### config.mk
export PLATFORM = sky130hd
export DESIGN_NAME = nucleosome_mark_monte_carlo_step_top_flat
export DESIGN_NICKNAME = d
export VERILOG_FILES = /design/src/rtl/nmmc_pkg.sv /design/src/rtl/nmmc_chan_if.sv /design/src/rtl/nmmc_ctrl.sv /design/src/rtl/nmmc_datapath.sv /design/src/rtl/nucleosome_mark_monte_carlo_step_top.sv /design/src/flat_wrapper.sv
export SDC_FILE = /design/constraint.sdc
export NUM_CORES = 1
export LEC_CHECK = 0
export BUFFER_PORTS_ARGS = -buffer_cell sky130_fd_sc_hd__buf_4
export CAP_MARGIN = 0
export CELL_PAD_IN_SITES_DETAIL_PLACEMENT = 2
export CELL_PAD_IN_SITES_GLOBAL_PLACEMENT = 2
export CORE_ASPECT_RATIO = 2
export CORE_UTILIZATION = 43
export CTS_CLUSTER_SIZE = 8
export DETAILED_ROUTE_END_ITERATION = 8
export GPL_TIMING_DRIVEN = 1
export PLACE_DENSITY = 0.86
export RECOVER_POWER = 100
export REMOVE_ABC_BUFFERS = 1
export SLEW_MARGIN = 20
export SYNTH_ARGS = -nofsm -noshare
export SYNTH_HDL_FRONTEND = slang
export SYNTH_SLANG_ARGS = --single-unit
### constraint.sdc
create_clock -name clk -period 6.3 [get_ports clk]
set_input_delay 0.945 -clock clk [delete_from_list [all_inputs] [get_ports clk]]
set_output_delay 0.945 -clock clk [all_outputs]
set_load 0.03 [all_outputs]
### src/rtl/nmmc_pkg.sv
// nmmc_pkg: shared types, field widths, codes and constants for the
// nucleosome mark monte carlo step block
// no dependencies; compiled first
`default_nettype none

package nmmc_pkg;

    localparam int IDX_W      = 6;
    localparam int MARK_W     = 2;
    localparam int DRAW_W     = 16;
    localparam int COUNT_W    = 7;
    localparam int CFG_IDX_W  = 2;
    localparam int CFG_DATA_W = 16;
    localparam int NUM_MARKS  = 3;

    localparam int DEFAULT_MAX_SITES = 64;

    // opcodes; the fourth code is invalid
    localparam logic [1:0] OP_CLEAR = 2'd0;
    localparam logic [1:0] OP_LOAD  = 2'd1;
    localparam logic [1:0] OP_STEP  = 2'd2;

    // mark states
    localparam logic [MARK_W-1:0] MARK_UNMOD   = 2'd0;
    localparam logic [MARK_W-1:0] MARK_INTER   = 2'd1;
    localparam logic [MARK_W-1:0] MARK_MOD     = 2'd2;
    localparam logic [MARK_W-1:0] MARK_INVALID = 2'd3;

    // configuration register indexes
    localparam logic [CFG_IDX_W-1:0] CFG_SITES_IN_USE      = 2'd0;
    localparam logic [CFG_IDX_W-1:0] CFG_RECRUIT_THRESHOLD = 2'd1;

    localparam logic [COUNT_W-1:0] SITES_IN_USE_RESET      = 7'd60;
    localparam logic [DRAW_W-1:0]  RECRUIT_THRESHOLD_RESET = 16'd18725;

    // q0.16 draw d is below 1/3 when d < ceil(65536/3), below 2/3 when d < ceil(131072/3)
    localparam int DRAW_SCALE = 65536;
    localparam logic [DRAW_W-1:0] THIRD_LIMIT      = DRAW_W'((DRAW_SCALE + 2) / 3);
    localparam logic [DRAW_W-1:0] TWO_THIRDS_LIMIT = DRAW_W'((2 * DRAW_SCALE + 2) / 3);

    localparam logic [COUNT_W-1:0] COUNT_MAX  = {COUNT_W{1'b1}};
    localparam logic [COUNT_W-1:0] COUNT_ZERO = '0;

    typedef struct packed {
        logic [1:0]        opcode;
        logic [IDX_W-1:0]  site_index;
        logic [IDX_W-1:0]  partner_index;
        logic [MARK_W-1:0] load_state;
        logic [DRAW_W-1:0] recruit_draw;
        logic [DRAW_W-1:0] noise_draw;
    } item_t;

    typedef struct packed {
        logic [MARK_W-1:0]  site_state;
        logic               changed;
        logic [COUNT_W-1:0] count_unmodified;
        logic [COUNT_W-1:0] count_intermediate;
        logic [COUNT_W-1:0] count_modified;
        logic               error;
    } result_t;

    typedef struct packed {
        logic [CFG_IDX_W-1:0]  index;
        logic [CFG_DATA_W-1:0] value;
    } cfg_write_t;

    typedef struct packed {
        logic capture;
        logic commit;
    } ctrl_cmd_t;

    typedef enum logic {
        FSM_IDLE,
        FSM_EXEC
    } fsm_state_t;

endpackage

`default_nettype wire

### src/rtl/nmmc_chan_if.sv
// nmmc_chan_if: valid/ready channel with a typed payload
// used by every channel of the top level; payload types come from nmmc_pkg
`default_nettype none

interface nmmc_chan_if #(
    parameter type payload_t = logic
);
    logic     valid;
    logic     ready;
    payload_t data;

    modport source (output valid, output data, input ready);
    modport sink   (input valid, input data, output ready);
endinterface

`default_nettype wire

### src/rtl/nmmc_ctrl.sv
// nmmc_ctrl: request sequencer and result-register valid flag
// depends on nmmc_pkg
`default_nettype none

module nmmc_ctrl (
    input  wire logic                 clk,
    input  wire logic                 rst_n,
    input  wire logic                 in_valid,
    output logic                      in_ready,
    input  wire logic                 out_ready,
    output logic                      out_valid,
    output nmmc_pkg::ctrl_cmd_t       cmd
);

    nmmc_pkg::fsm_state_t state_reg, state_next;
    logic out_valid_reg, out_valid_next;
    logic slot_free;

    assign slot_free = !out_valid_reg || out_ready;

    always_comb
    begin
        state_next = state_reg;
        unique case (state_reg)
            nmmc_pkg::FSM_IDLE:
            begin
                if (in_valid)
                begin
                    state_next = nmmc_pkg::FSM_EXEC;
                end
            end
            nmmc_pkg::FSM_EXEC:
            begin
                // hold the fetched marks until the result register has room
                if (slot_free)
                begin
                    state_next = nmmc_pkg::FSM_IDLE;
                end
            end
            default:
            begin
                state_next = nmmc_pkg::FSM_IDLE;
            end
        endcase
    end

    always_comb
    begin
        in_ready    = 1'b0;
        cmd.capture = 1'b0;
        cmd.commit  = 1'b0;
        unique case (state_reg)
            nmmc_pkg::FSM_IDLE:
            begin
                in_ready    = 1'b1;
                cmd.capture = in_valid;
            end
            nmmc_pkg::FSM_EXEC:
            begin
                cmd.commit = slot_free;
            end
            default:
            begin
                in_ready = 1'b0;
            end
        endcase
    end

    always_comb
    begin
        priority if (cmd.commit)
        begin
            out_valid_next = 1'b1;
        end
        else if (out_ready)
        begin
            out_valid_next = 1'b0;
        end
        else
        begin
            out_valid_next = out_valid_reg;
        end
    end

    assign out_valid = out_valid_reg;

    always_ff @(posedge clk or negedge rst_n)
    begin
        if (!rst_n)
        begin
            state_reg     <= nmmc_pkg::FSM_IDLE;
            out_valid_reg <= 1'b0;
        end
        else
        begin
            state_reg     <= state_next;
            out_valid_reg <= out_valid_next;
        end
    end

endmodule

`default_nettype wire

### src/rtl/nmmc_datapath.sv
// nmmc_datapath: site store, state counts, config registers, update logic
// and result register; depends on nmmc_pkg, driven by nmmc_ctrl commands
`default_nettype none

module nmmc_datapath #(
    parameter int MAX_SITES = nmmc_pkg::DEFAULT_MAX_SITES
) (
    input  wire logic                   clk,
    input  wire logic                   rst_n,
    input  wire nmmc_pkg::ctrl_cmd_t    cmd,
    input  wire nmmc_pkg::item_t        item,
    input  wire logic                   cfg_we,
    input  wire nmmc_pkg::cfg_write_t   cfg_wr,
    output nmmc_pkg::result_t           result
);

    localparam int AW = $clog2(MAX_SITES);
    localparam int IW = nmmc_pkg::IDX_W;
    localparam int MW = nmmc_pkg::MARK_W;
    localparam int CW = nmmc_pkg::COUNT_W;

    function automatic logic [AW-1:0] to_addr(input logic [IW-1:0] idx);
        logic [AW+IW-1:0] ext;
        begin
            ext = {{AW{1'b0}}, idx};
            return ext[AW-1:0];
        end
    endfunction

    function automatic logic [MW-1:0] next_mark(
        input logic [MW-1:0]               s1,
        input logic [MW-1:0]               s2,
        input logic [nmmc_pkg::DRAW_W-1:0] rdraw,
        input logic [nmmc_pkg::DRAW_W-1:0] ndraw,
        input logic [nmmc_pkg::DRAW_W-1:0] thr
    );
        logic [MW-1:0] ns;
        begin
            ns = s1;
            if (rdraw < thr)
            begin
                // recruited: move one step toward partner, partner in state 1 does nothing
                if (s1 != s2 && s2 == nmmc_pkg::MARK_MOD)
                begin
                    ns = s1 + MW'(1);
                end
                else if (s1 != s2 && s2 == nmmc_pkg::MARK_UNMOD)
                begin
                    ns = s1 - MW'(1);
                end
            end
            else
            begin
                priority if (s1 == nmmc_pkg::MARK_UNMOD)
                begin
                    ns = (ndraw < nmmc_pkg::THIRD_LIMIT) ? nmmc_pkg::MARK_INTER
                                                         : nmmc_pkg::MARK_UNMOD;
                end
                else if (s1 == nmmc_pkg::MARK_INTER)
                begin
                    if (ndraw < nmmc_pkg::THIRD_LIMIT)
                    begin
                        ns = nmmc_pkg::MARK_MOD;
                    end
                    else if (ndraw < nmmc_pkg::TWO_THIRDS_LIMIT)
                    begin
                        ns = nmmc_pkg::MARK_UNMOD;
                    end
                end
                else if (s1 == nmmc_pkg::MARK_MOD)
                begin
                    ns = (ndraw < nmmc_pkg::THIRD_LIMIT) ? nmmc_pkg::MARK_INTER
                                                         : nmmc_pkg::MARK_MOD;
                end
                else
                begin
                    ns = s1;
                end
            end
            return ns;
        end
    endfunction

    logic [MW-1:0] site_mem [MAX_SITES];

    logic [CW-1:0]               sites_in_use_reg;
    logic [nmmc_pkg::DRAW_W-1:0] recruit_threshold_reg;
    nmmc_pkg::item_t             item_reg;
    logic [MW-1:0]               site_mark_reg;
    logic [MW-1:0]               partner_mark_reg;
    logic [CW-1:0]               count_reg  [nmmc_pkg::NUM_MARKS];
    logic [CW-1:0]               count_next [nmmc_pkg::NUM_MARKS];
    nmmc_pkg::result_t           result_reg;
    nmmc_pkg::result_t           result_next;

    logic                        site_ok;
    logic                        partner_ok;
    logic [MW-1:0]               new_mark;
    logic [MW-1:0]               out_mark;
    logic                        err;
    logic                        chg;
    logic                        clr;
    logic                        wr_req;
    logic [MW-1:0]               wr_data;
    logic [nmmc_pkg::NUM_MARKS-1:0] inc;
    logic [nmmc_pkg::NUM_MARKS-1:0] dec;

    assign site_ok = ({1'b0, item_reg.site_index} < sites_in_use_reg)
                  && (32'(item_reg.site_index) < 32'(MAX_SITES));
    assign partner_ok = ({1'b0, item_reg.partner_index} < sites_in_use_reg)
                     && (32'(item_reg.partner_index) < 32'(MAX_SITES));

    assign new_mark = next_mark(site_mark_reg, partner_mark_reg, item_reg.recruit_draw,
                                item_reg.noise_draw, recruit_threshold_reg);

    always_comb
    begin
        err      = 1'b0;
        chg      = 1'b0;
        clr      = 1'b0;
        wr_req   = 1'b0;
        wr_data  = item_reg.load_state;
        out_mark = nmmc_pkg::MARK_UNMOD;
        inc      = '0;
        dec      = '0;
        unique case (item_reg.opcode)
            nmmc_pkg::OP_CLEAR:
            begin
                clr = 1'b1;
            end
            nmmc_pkg::OP_LOAD:
            begin
                if (!site_ok || item_reg.load_state == nmmc_pkg::MARK_INVALID)
                begin
                    err = 1'b1;
                end
                else
                begin
                    wr_req   = 1'b1;
                    wr_data  = item_reg.load_state;
                    out_mark = item_reg.load_state;
                    // old mark's count is left alone on a reload
                    for (int i = 0; i < nmmc_pkg::NUM_MARKS; i++)
                    begin
                        inc[i] = (item_reg.load_state == MW'(i));
                    end
                end
            end
            nmmc_pkg::OP_STEP:
            begin
                if (!site_ok || !partner_ok || item_reg.site_index == item_reg.partner_index)
                begin
                    err = 1'b1;
                end
                else
                begin
                    out_mark = site_mark_reg;
                    if (new_mark != site_mark_reg && new_mark != nmmc_pkg::MARK_INVALID)
                    begin
                        chg      = 1'b1;
                        wr_req   = 1'b1;
                        wr_data  = new_mark;
                        out_mark = new_mark;
                        for (int i = 0; i < nmmc_pkg::NUM_MARKS; i++)
                        begin
                            inc[i] = (new_mark == MW'(i));
                            dec[i] = (site_mark_reg == MW'(i));
                        end
                    end
                end
            end
            default:
            begin
                err = 1'b1;
            end
        endcase
    end

    // saturating counts; inc and dec never hit the same count
    always_comb
    begin
        for (int i = 0; i < nmmc_pkg::NUM_MARKS; i++)
        begin
            priority if (clr)
            begin
                count_next[i] = nmmc_pkg::COUNT_ZERO;
            end
            else if (inc[i] && count_reg[i] != nmmc_pkg::COUNT_MAX)
            begin
                count_next[i] = count_reg[i] + CW'(1);
            end
            else if (dec[i] && count_reg[i] != nmmc_pkg::COUNT_ZERO)
            begin
                count_next[i] = count_reg[i] - CW'(1);
            end
            else
            begin
                count_next[i] = count_reg[i];
            end
        end
    end

    always_comb
    begin
        result_next.site_state         = out_mark;
        result_next.changed            = chg;
        result_next.count_unmodified   = count_next[0];
        result_next.count_intermediate = count_next[1];
        result_next.count_modified     = count_next[2];
        result_next.error              = err;
    end

    // store: one write port, two registered read ports sampled at request capture
    always_ff @(posedge clk)
    begin
        if (cmd.commit && wr_req)
        begin
            site_mem[to_addr(item_reg.site_index)] <= wr_data;
        end
        if (cmd.capture)
        begin
            site_mark_reg    <= site_mem[to_addr(item.site_index)];
            partner_mark_reg <= site_mem[to_addr(item.partner_index)];
        end
    end

    always_ff @(posedge clk)
    begin
        if (cmd.capture)
        begin
            item_reg <= item;
        end
        if (cmd.commit)
        begin
            result_reg <= result_next;
        end
    end

    always_ff @(posedge clk or negedge rst_n)
    begin
        if (!rst_n)
        begin
            for (int i = 0; i < nmmc_pkg::NUM_MARKS; i++)
            begin
                count_reg[i] <= nmmc_pkg::COUNT_ZERO;
            end
        end
        else if (cmd.commit)
        begin
            for (int i = 0; i < nmmc_pkg::NUM_MARKS; i++)
            begin
                count_reg[i] <= count_next[i];
            end
        end
    end

    always_ff @(posedge clk or negedge rst_n)
    begin
        if (!rst_n)
        begin
            sites_in_use_reg      <= nmmc_pkg::SITES_IN_USE_RESET;
            recruit_threshold_reg <= nmmc_pkg::RECRUIT_THRESHOLD_RESET;
        end
        else if (cfg_we)
        begin
            unique case (cfg_wr.index)
                nmmc_pkg::CFG_SITES_IN_USE:
                begin
                    sites_in_use_reg <= cfg_wr.value[CW-1:0];
                end
                nmmc_pkg::CFG_RECRUIT_THRESHOLD:
                begin
                    recruit_threshold_reg <= cfg_wr.value[nmmc_pkg::DRAW_W-1:0];
                end
                default:
                begin
                    sites_in_use_reg <= sites_in_use_reg;
                end
            endcase
        end
    end

    assign result = result_reg;

endmodule

`default_nettype wire

### src/rtl/nucleosome_mark_monte_carlo_step_top.sv
// nucleosome_mark_monte_carlo_step_top: three-state mark store with one
// monte carlo update per request; depends on nmmc_pkg, nmmc_chan_if,
// nmmc_ctrl and nmmc_datapath
//
//   channel   dir   payload              handshake
//   items     in    nmmc_pkg::item_t     valid/ready
//   results   out   nmmc_pkg::result_t   valid/ready
//   cfg       in    nmmc_pkg::cfg_write_t valid/ready, ready tied high
//
// per request: the accept edge reads site and partner from the store's two
// read ports into registers; a later commit edge writes the store back,
// updates the counts and loads the result register
// while the result register is full and not taken, the block holds in its
// exec state and items.ready stays low
// reset clears the counts and loads 60 and 18725 into the config registers;
// the store is not cleared and holds nothing valid until sites are loaded
`default_nettype none

module nucleosome_mark_monte_carlo_step_top #(
    parameter int MAX_SITES = nmmc_pkg::DEFAULT_MAX_SITES
) (
    input  wire logic   clk,
    input  wire logic   rst_n,
    nmmc_chan_if.sink   items,
    nmmc_chan_if.source results,
    nmmc_chan_if.sink   cfg
);

    nmmc_pkg::ctrl_cmd_t cmd;
    nmmc_pkg::result_t   result;

    assign cfg.ready = 1'b1;

    nmmc_ctrl u_ctrl (
        .clk       (clk),
        .rst_n     (rst_n),
        .in_valid  (items.valid),
        .in_ready  (items.ready),
        .out_ready (results.ready),
        .out_valid (results.valid),
        .cmd       (cmd)
    );

    nmmc_datapath #(
        .MAX_SITES (MAX_SITES)
    ) u_datapath (
        .clk    (clk),
        .rst_n  (rst_n),
        .cmd    (cmd),
        .item   (items.data),
        .cfg_we (cfg.valid),
        .cfg_wr (cfg.data),
        .result (result)
    );

    assign results.data = result;

    // one request in flight: no accept on the edge right after an accept
    a_one_in_flight: assert property (@(posedge clk) disable iff (!rst_n)
        items.valid && items.ready |=> !items.ready)
        else $error("request accepted while previous one still in work");

    // a committed request always shows up as a pending result
    a_commit_shows: assert property (@(posedge clk) disable iff (!rst_n)
        cmd.commit |=> results.valid)
        else $error("committed result not presented");

    // commit only happens for a captured request, never in the same cycle as a capture
    a_commit_after_capture: assert property (@(posedge clk) disable iff (!rst_n)
        cmd.capture |-> !cmd.commit)
        else $error("capture and commit in the same cycle");

    // error results carry no state and no change
    a_error_clean: assert property (@(posedge clk) disable iff (!rst_n)
        results.valid && results.data.error |->
            results.data.site_state == nmmc_pkg::MARK_UNMOD && !results.data.changed)
        else $error("error result with nonzero state or change flag");

endmodule

`default_nettype wire

### src/flat_wrapper.sv
// flat-port wrapper written by rule: the top's interface ports become plain ports
module nucleosome_mark_monte_carlo_step_top_flat import nmmc_pkg::*;
#(
    parameter int MAX_SITES = nmmc_pkg::DEFAULT_MAX_SITES
)
  (clk, rst_n, items_valid, items_data, items_ready, results_valid, results_data, results_ready, cfg_valid, cfg_data, cfg_ready);
  nmmc_chan_if #(.payload_t(item_t)) items_i ();
  nmmc_chan_if #(.payload_t(result_t)) results_i ();
  nmmc_chan_if #(.payload_t(cfg_write_t)) cfg_i ();
  input  wire logic clk;
  input  wire logic rst_n;
  input wire logic [$bits(items_i.valid)-1:0] items_valid;
  input wire logic [$bits(items_i.data)-1:0] items_data;
  output wire logic [$bits(items_i.ready)-1:0] items_ready;
  output wire logic [$bits(results_i.valid)-1:0] results_valid;
  output wire logic [$bits(results_i.data)-1:0] results_data;
  input wire logic [$bits(results_i.ready)-1:0] results_ready;
  input wire logic [$bits(cfg_i.valid)-1:0] cfg_valid;
  input wire logic [$bits(cfg_i.data)-1:0] cfg_data;
  output wire logic [$bits(cfg_i.ready)-1:0] cfg_ready;
  assign items_i.valid = items_valid;
  assign items_i.data = items_data;
  assign items_ready = items_i.ready;
  assign results_valid = results_i.valid;
  assign results_data = results_i.data;
  assign results_i.ready = results_ready;
  assign cfg_i.valid = cfg_valid;
  assign cfg_i.data = cfg_data;
  assign cfg_ready = cfg_i.ready;
  nucleosome_mark_monte_carlo_step_top #(.MAX_SITES(MAX_SITES)) u_core (.clk(clk), .rst_n(rst_n), .items(items_i), .results(results_i), .cfg(cfg_i));
endmodule
==> run summary <==
The flow ran to the end, but the final reports show violations. The final reports fail on DRC, capacitance limit, slew limit. The maximum number of pins on one net before global-route repair came out at 65. TritonCTS built the clock tree. Static timing analysis puts the maximum clock frequency at 200 MHz. The number of flip-flops in the largest register is 128. The number of clock sinks is 251. The floorplan step set the die width to 125 um. The share of total power dissipated in the clock network is 32.3%. In this run, CTS created clock tree buffers numbering 37.

The iteration-0 DRC count of the detailed router came out at 486. The tree is rooted in a clkbuf_16. The first-pass GRT wire length came out at 64.5 mm. The largest clock skew in the final design came out at 0.0219 ns.

Counting flops with a built-in enable in the synthesized netlist gives 205. The overall track demand over capacity in global routing came out at 27.8%. For this run, design rule violations remaining after detail routing come to 7. The cell area after synthesis came out at 13100 um^2.

The maximum clock path buffer count is 3. The static leakage came out at 5.19 nW. Among all flip-flop cells after synthesis, the most frequent one is edfxtp_1.

The portion of the clock cycle consumed by the worst path in the final layout came out at 79.5%. The per-instance average area after synthesis is 13.7 um^2. The count of mapped cells out of synthesis is 958. After detailed routing, the total wire length is 42.2 mm. The number of antenna violations at the first check in global routing is 1.

The worst setup path category is register to register. The combinational share of power is 25.6%. The slack of the worst reg-to-reg path came out at 1.29 ns.

The number of levels in the clock H-tree is 2. The number of primary I/O pins is 99. Of all cell types, the one taking the most synthesized area is edfxtp_1. The number of vias per cell after detailed routing is 6.29. STA puts the critical path data arrival time at 5.14 ns.

Setup repair after global routing left no endpoint under its margin. The die covers 31200 um^2. The count of placed standard cells including taps is 1388.

The number of global-route vias before repair came to 10600. The final count of hold timing violations is 0. The finished layout holds 1448 standard cells, fillers aside. The clock period minus final worst setup slack came out at 5.01 ns. The min-delay analysis places its worst path in the category register to register. The final net count came out at 1171. By count the netlist is led by edfxtp_1 (205), nor2_1 (89), mux4_2 (84). The sort of element at the start of the critical path is a register. The initial core utilization came out at 43.6%. Dividing the detail-routed wire length by the instance count gives 29.1 um.

The pin slew with the least headroom to its limit is 3.17 ns. The headroom to the max-slew limit is -111%. The cts-stage hold buffer count is 0.

The post-placement cell area came out at 14200 um^2. Counting flops with an async set or reset pin after synthesis yields a share of 18.3%. Across the run, the number of max-cap violations was 7. The net switching share of the total power came out at 34.6%. The number of buffers added on ports is 97. The total of flip-flops plus latches after synthesis is 251. After synthesis, the cell types taking the most area are edfxtp_1 (47%), mux4_2 (14%), dfrtp_1 (6.9%), ha_1 (3.9%), nor2_1 (2.5%). The share of post-route cells with drive strength above 1 came out at 19.9%. The post-route cell area is 15000 um^2. Dividing total power by cell area gives a power density of 377 nW/um^2.

Once the clock tree was built, the resizer swapped 0 gates to a different size. The kind of capture point of the worst setup path is a register. The final number of max-transition violations came to 271. The post-CTS clock slew at the launch and capture registers of the worst setup and hold paths is 0.05 ns. The area share of the leading cell type in the synthesized netlist is 46.9%. The post-detailed-placement half-perimeter wirelength came out at 31.2 mm. The total number of placement rows came out at 90. The portion of total power attributed to sequential cells came out at 42.1%. During synthesis, Yosys emitted a total of 0 warnings. The count of nets left with antenna violations once routing finished came out at 0. The total negative slack is 0 ns.

The distinct cell type count after synthesis is 82. The layout overhead on the synthesized area is 14.4%. The required time at the endpoint of the critical path came out at 6.43 ns. The post-CTS repair timing setup buffer count came out at 0. The internal power component came out at 3.69 mW.

Summed over all nets, the switching power comes to 1.96 mW. 0 antenna diodes ended up in the layout. In this run the worst path has a maximum fanout of 64.

The overall via count from detail_route is 9113. The clock insertion delay at the later pin of the skew report came out at 0.54 ns. Summing the sequential cell areas from Yosys gives 55.8% of the chip area. The number of optimization iterations in the first detailed-route pass came out at 7. The weighted congestion reported at the end of routability-driven placement came out at 0.888. The floorplan die height is 249 um. By instance count, the leading cell after synthesis is edfxtp_1. The area of the core is 30100 um^2. Setup violations remaining at the end of the flow were counted as 0.

The peak supply drop is 0.310 mV. The leftover overflow at the end of global routing is 0.
-- layout make-up --
cell class	count	area, um^2
sequential	251	7320
fill	2854	15100
timing repair buffer	104	568
clock inverter	4	48.8
tap	368	460
clock buffer	56	997
multi-input combinational	616	5420
inverter	49	184
-- layout by cell type, fill, tap and decap left out, types with 6 or more instances in the layout --
cell	instances
nand2b_1	9
nand3_1	21
inv_1	49
a211oi_1	10
a31oi_1	7
or2_2	6
nand4_1	15
a21oi_1	30
nand2_1	62
o21a_1	9
mux4_2	84
and3_1	15
nor2b_1	6
dfstp_2	9
mux2i_1	6
ha_1	41
clkbuf_1	75
dfrtp_1	36
mux2_2	18
o211ai_1	13
edfxtp_1	205
nor3_1	17
xnor2_1	8
clkbuf_16	37
nor2_1	89
clkbuf_4	26
buf_4	21
a2111oi_0	6
o21ai_0	32
nor4_1	6
a211o_1	7
-- final timing paths --
check,start,end,cells after the start
max,u_core.u_datapath.recruit_threshold_reg[14],u_core.u_datapath.site_mem[52][0],10
min,u_core.u_datapath.recruit_threshold_reg[7],u_core.u_datapath.recruit_threshold_reg[7],1
max reg2reg,u_core.u_datapath.recruit_threshold_reg[14],u_core.u_datapath.site_mem[52][0],10
min reg2reg,u_core.u_datapath.recruit_threshold_reg[7],u_core.u_datapath.recruit_threshold_reg[7],1
max in group asynchronous,rst_n,u_core.u_datapath.count_reg[16],1
min in group asynchronous,rst_n,u_core.u_datapath.recruit_threshold_reg[10],1
-- power by group through the flow --
| stage | registers (mW) | logic [mW] | clock network, mW |
|---|---|---|---|
| 3_5_place_dp | 2.39 | 1.53 | 0 |
| 3_3_place_gp | 2.37 | 1.43 | 0 |
| 5_1_grt | 2.40 | 1.57 | 1.91 |
| 2_1_floorplan | 2.45 | 0.808 | 0 |
| 6_report | 2.38 | 1.44 | 1.83 |
| 4_1_cts | 2.37 | 1.54 | 1.86 |
-- critical path, stage by stage (launching register included) --
cell	delay (ns)
dfstp_1	0.53
inv_1	0.05
ha_1	0.32
nand4_1	0.13
or2_0	0.31
o41ai_1	0.93
nor4_1	0.21
a31o_4	0.29
o21ai_0	0.62
a32o_1	0.22
clkbuf_2	0.97
-- logic make-up (layout without fill, tap and decap cells) --
logic type               after synthesis  after routing  synth area share (%)
AO/OA/AOI/OAI                        175            175                  9.84
XOR/XNOR                              12             12                 0.801
adder cells (fa/ha/maj)               41             41                  3.91
buffers and inverters                 91            213                  2.70
flip-flops                           251            251                  55.8
multiplexers                         108            108                  16.4
other                                  1              1                0.0286
AND/OR/NAND/NOR                      279            279                  10.5
-- per-stage QoR --
stage	hold WS [ns]	power, mW	worst slack (ns)	util, %
floorplan	0.479	3.26	1.67	-
global placement	0.493	3.80	2.38	47.2
detailed placement	0.503	3.92	1.99	47.2
CTS	0.484	5.77	1.94	50.7
global route	0.532	5.88	1.04	49.9
finish	0.510	5.65	1.29	49.9
-- layer usage --
| layer | wire, um | track usage, % | vias up |
|---|---|---|---|
| li1 | - | - | 3973 |
| met1 | 13300 | 26.6 | 4706 |
| met2 | 24800 | 55.2 | 296 |
| met3 | 1460 | 3.46 | 136 |
| met4 | 2600 | 16.3 | 2 |
| met5 | 12 | 0 | - |
Note: power is estimated with default switching activity, not from simulation.
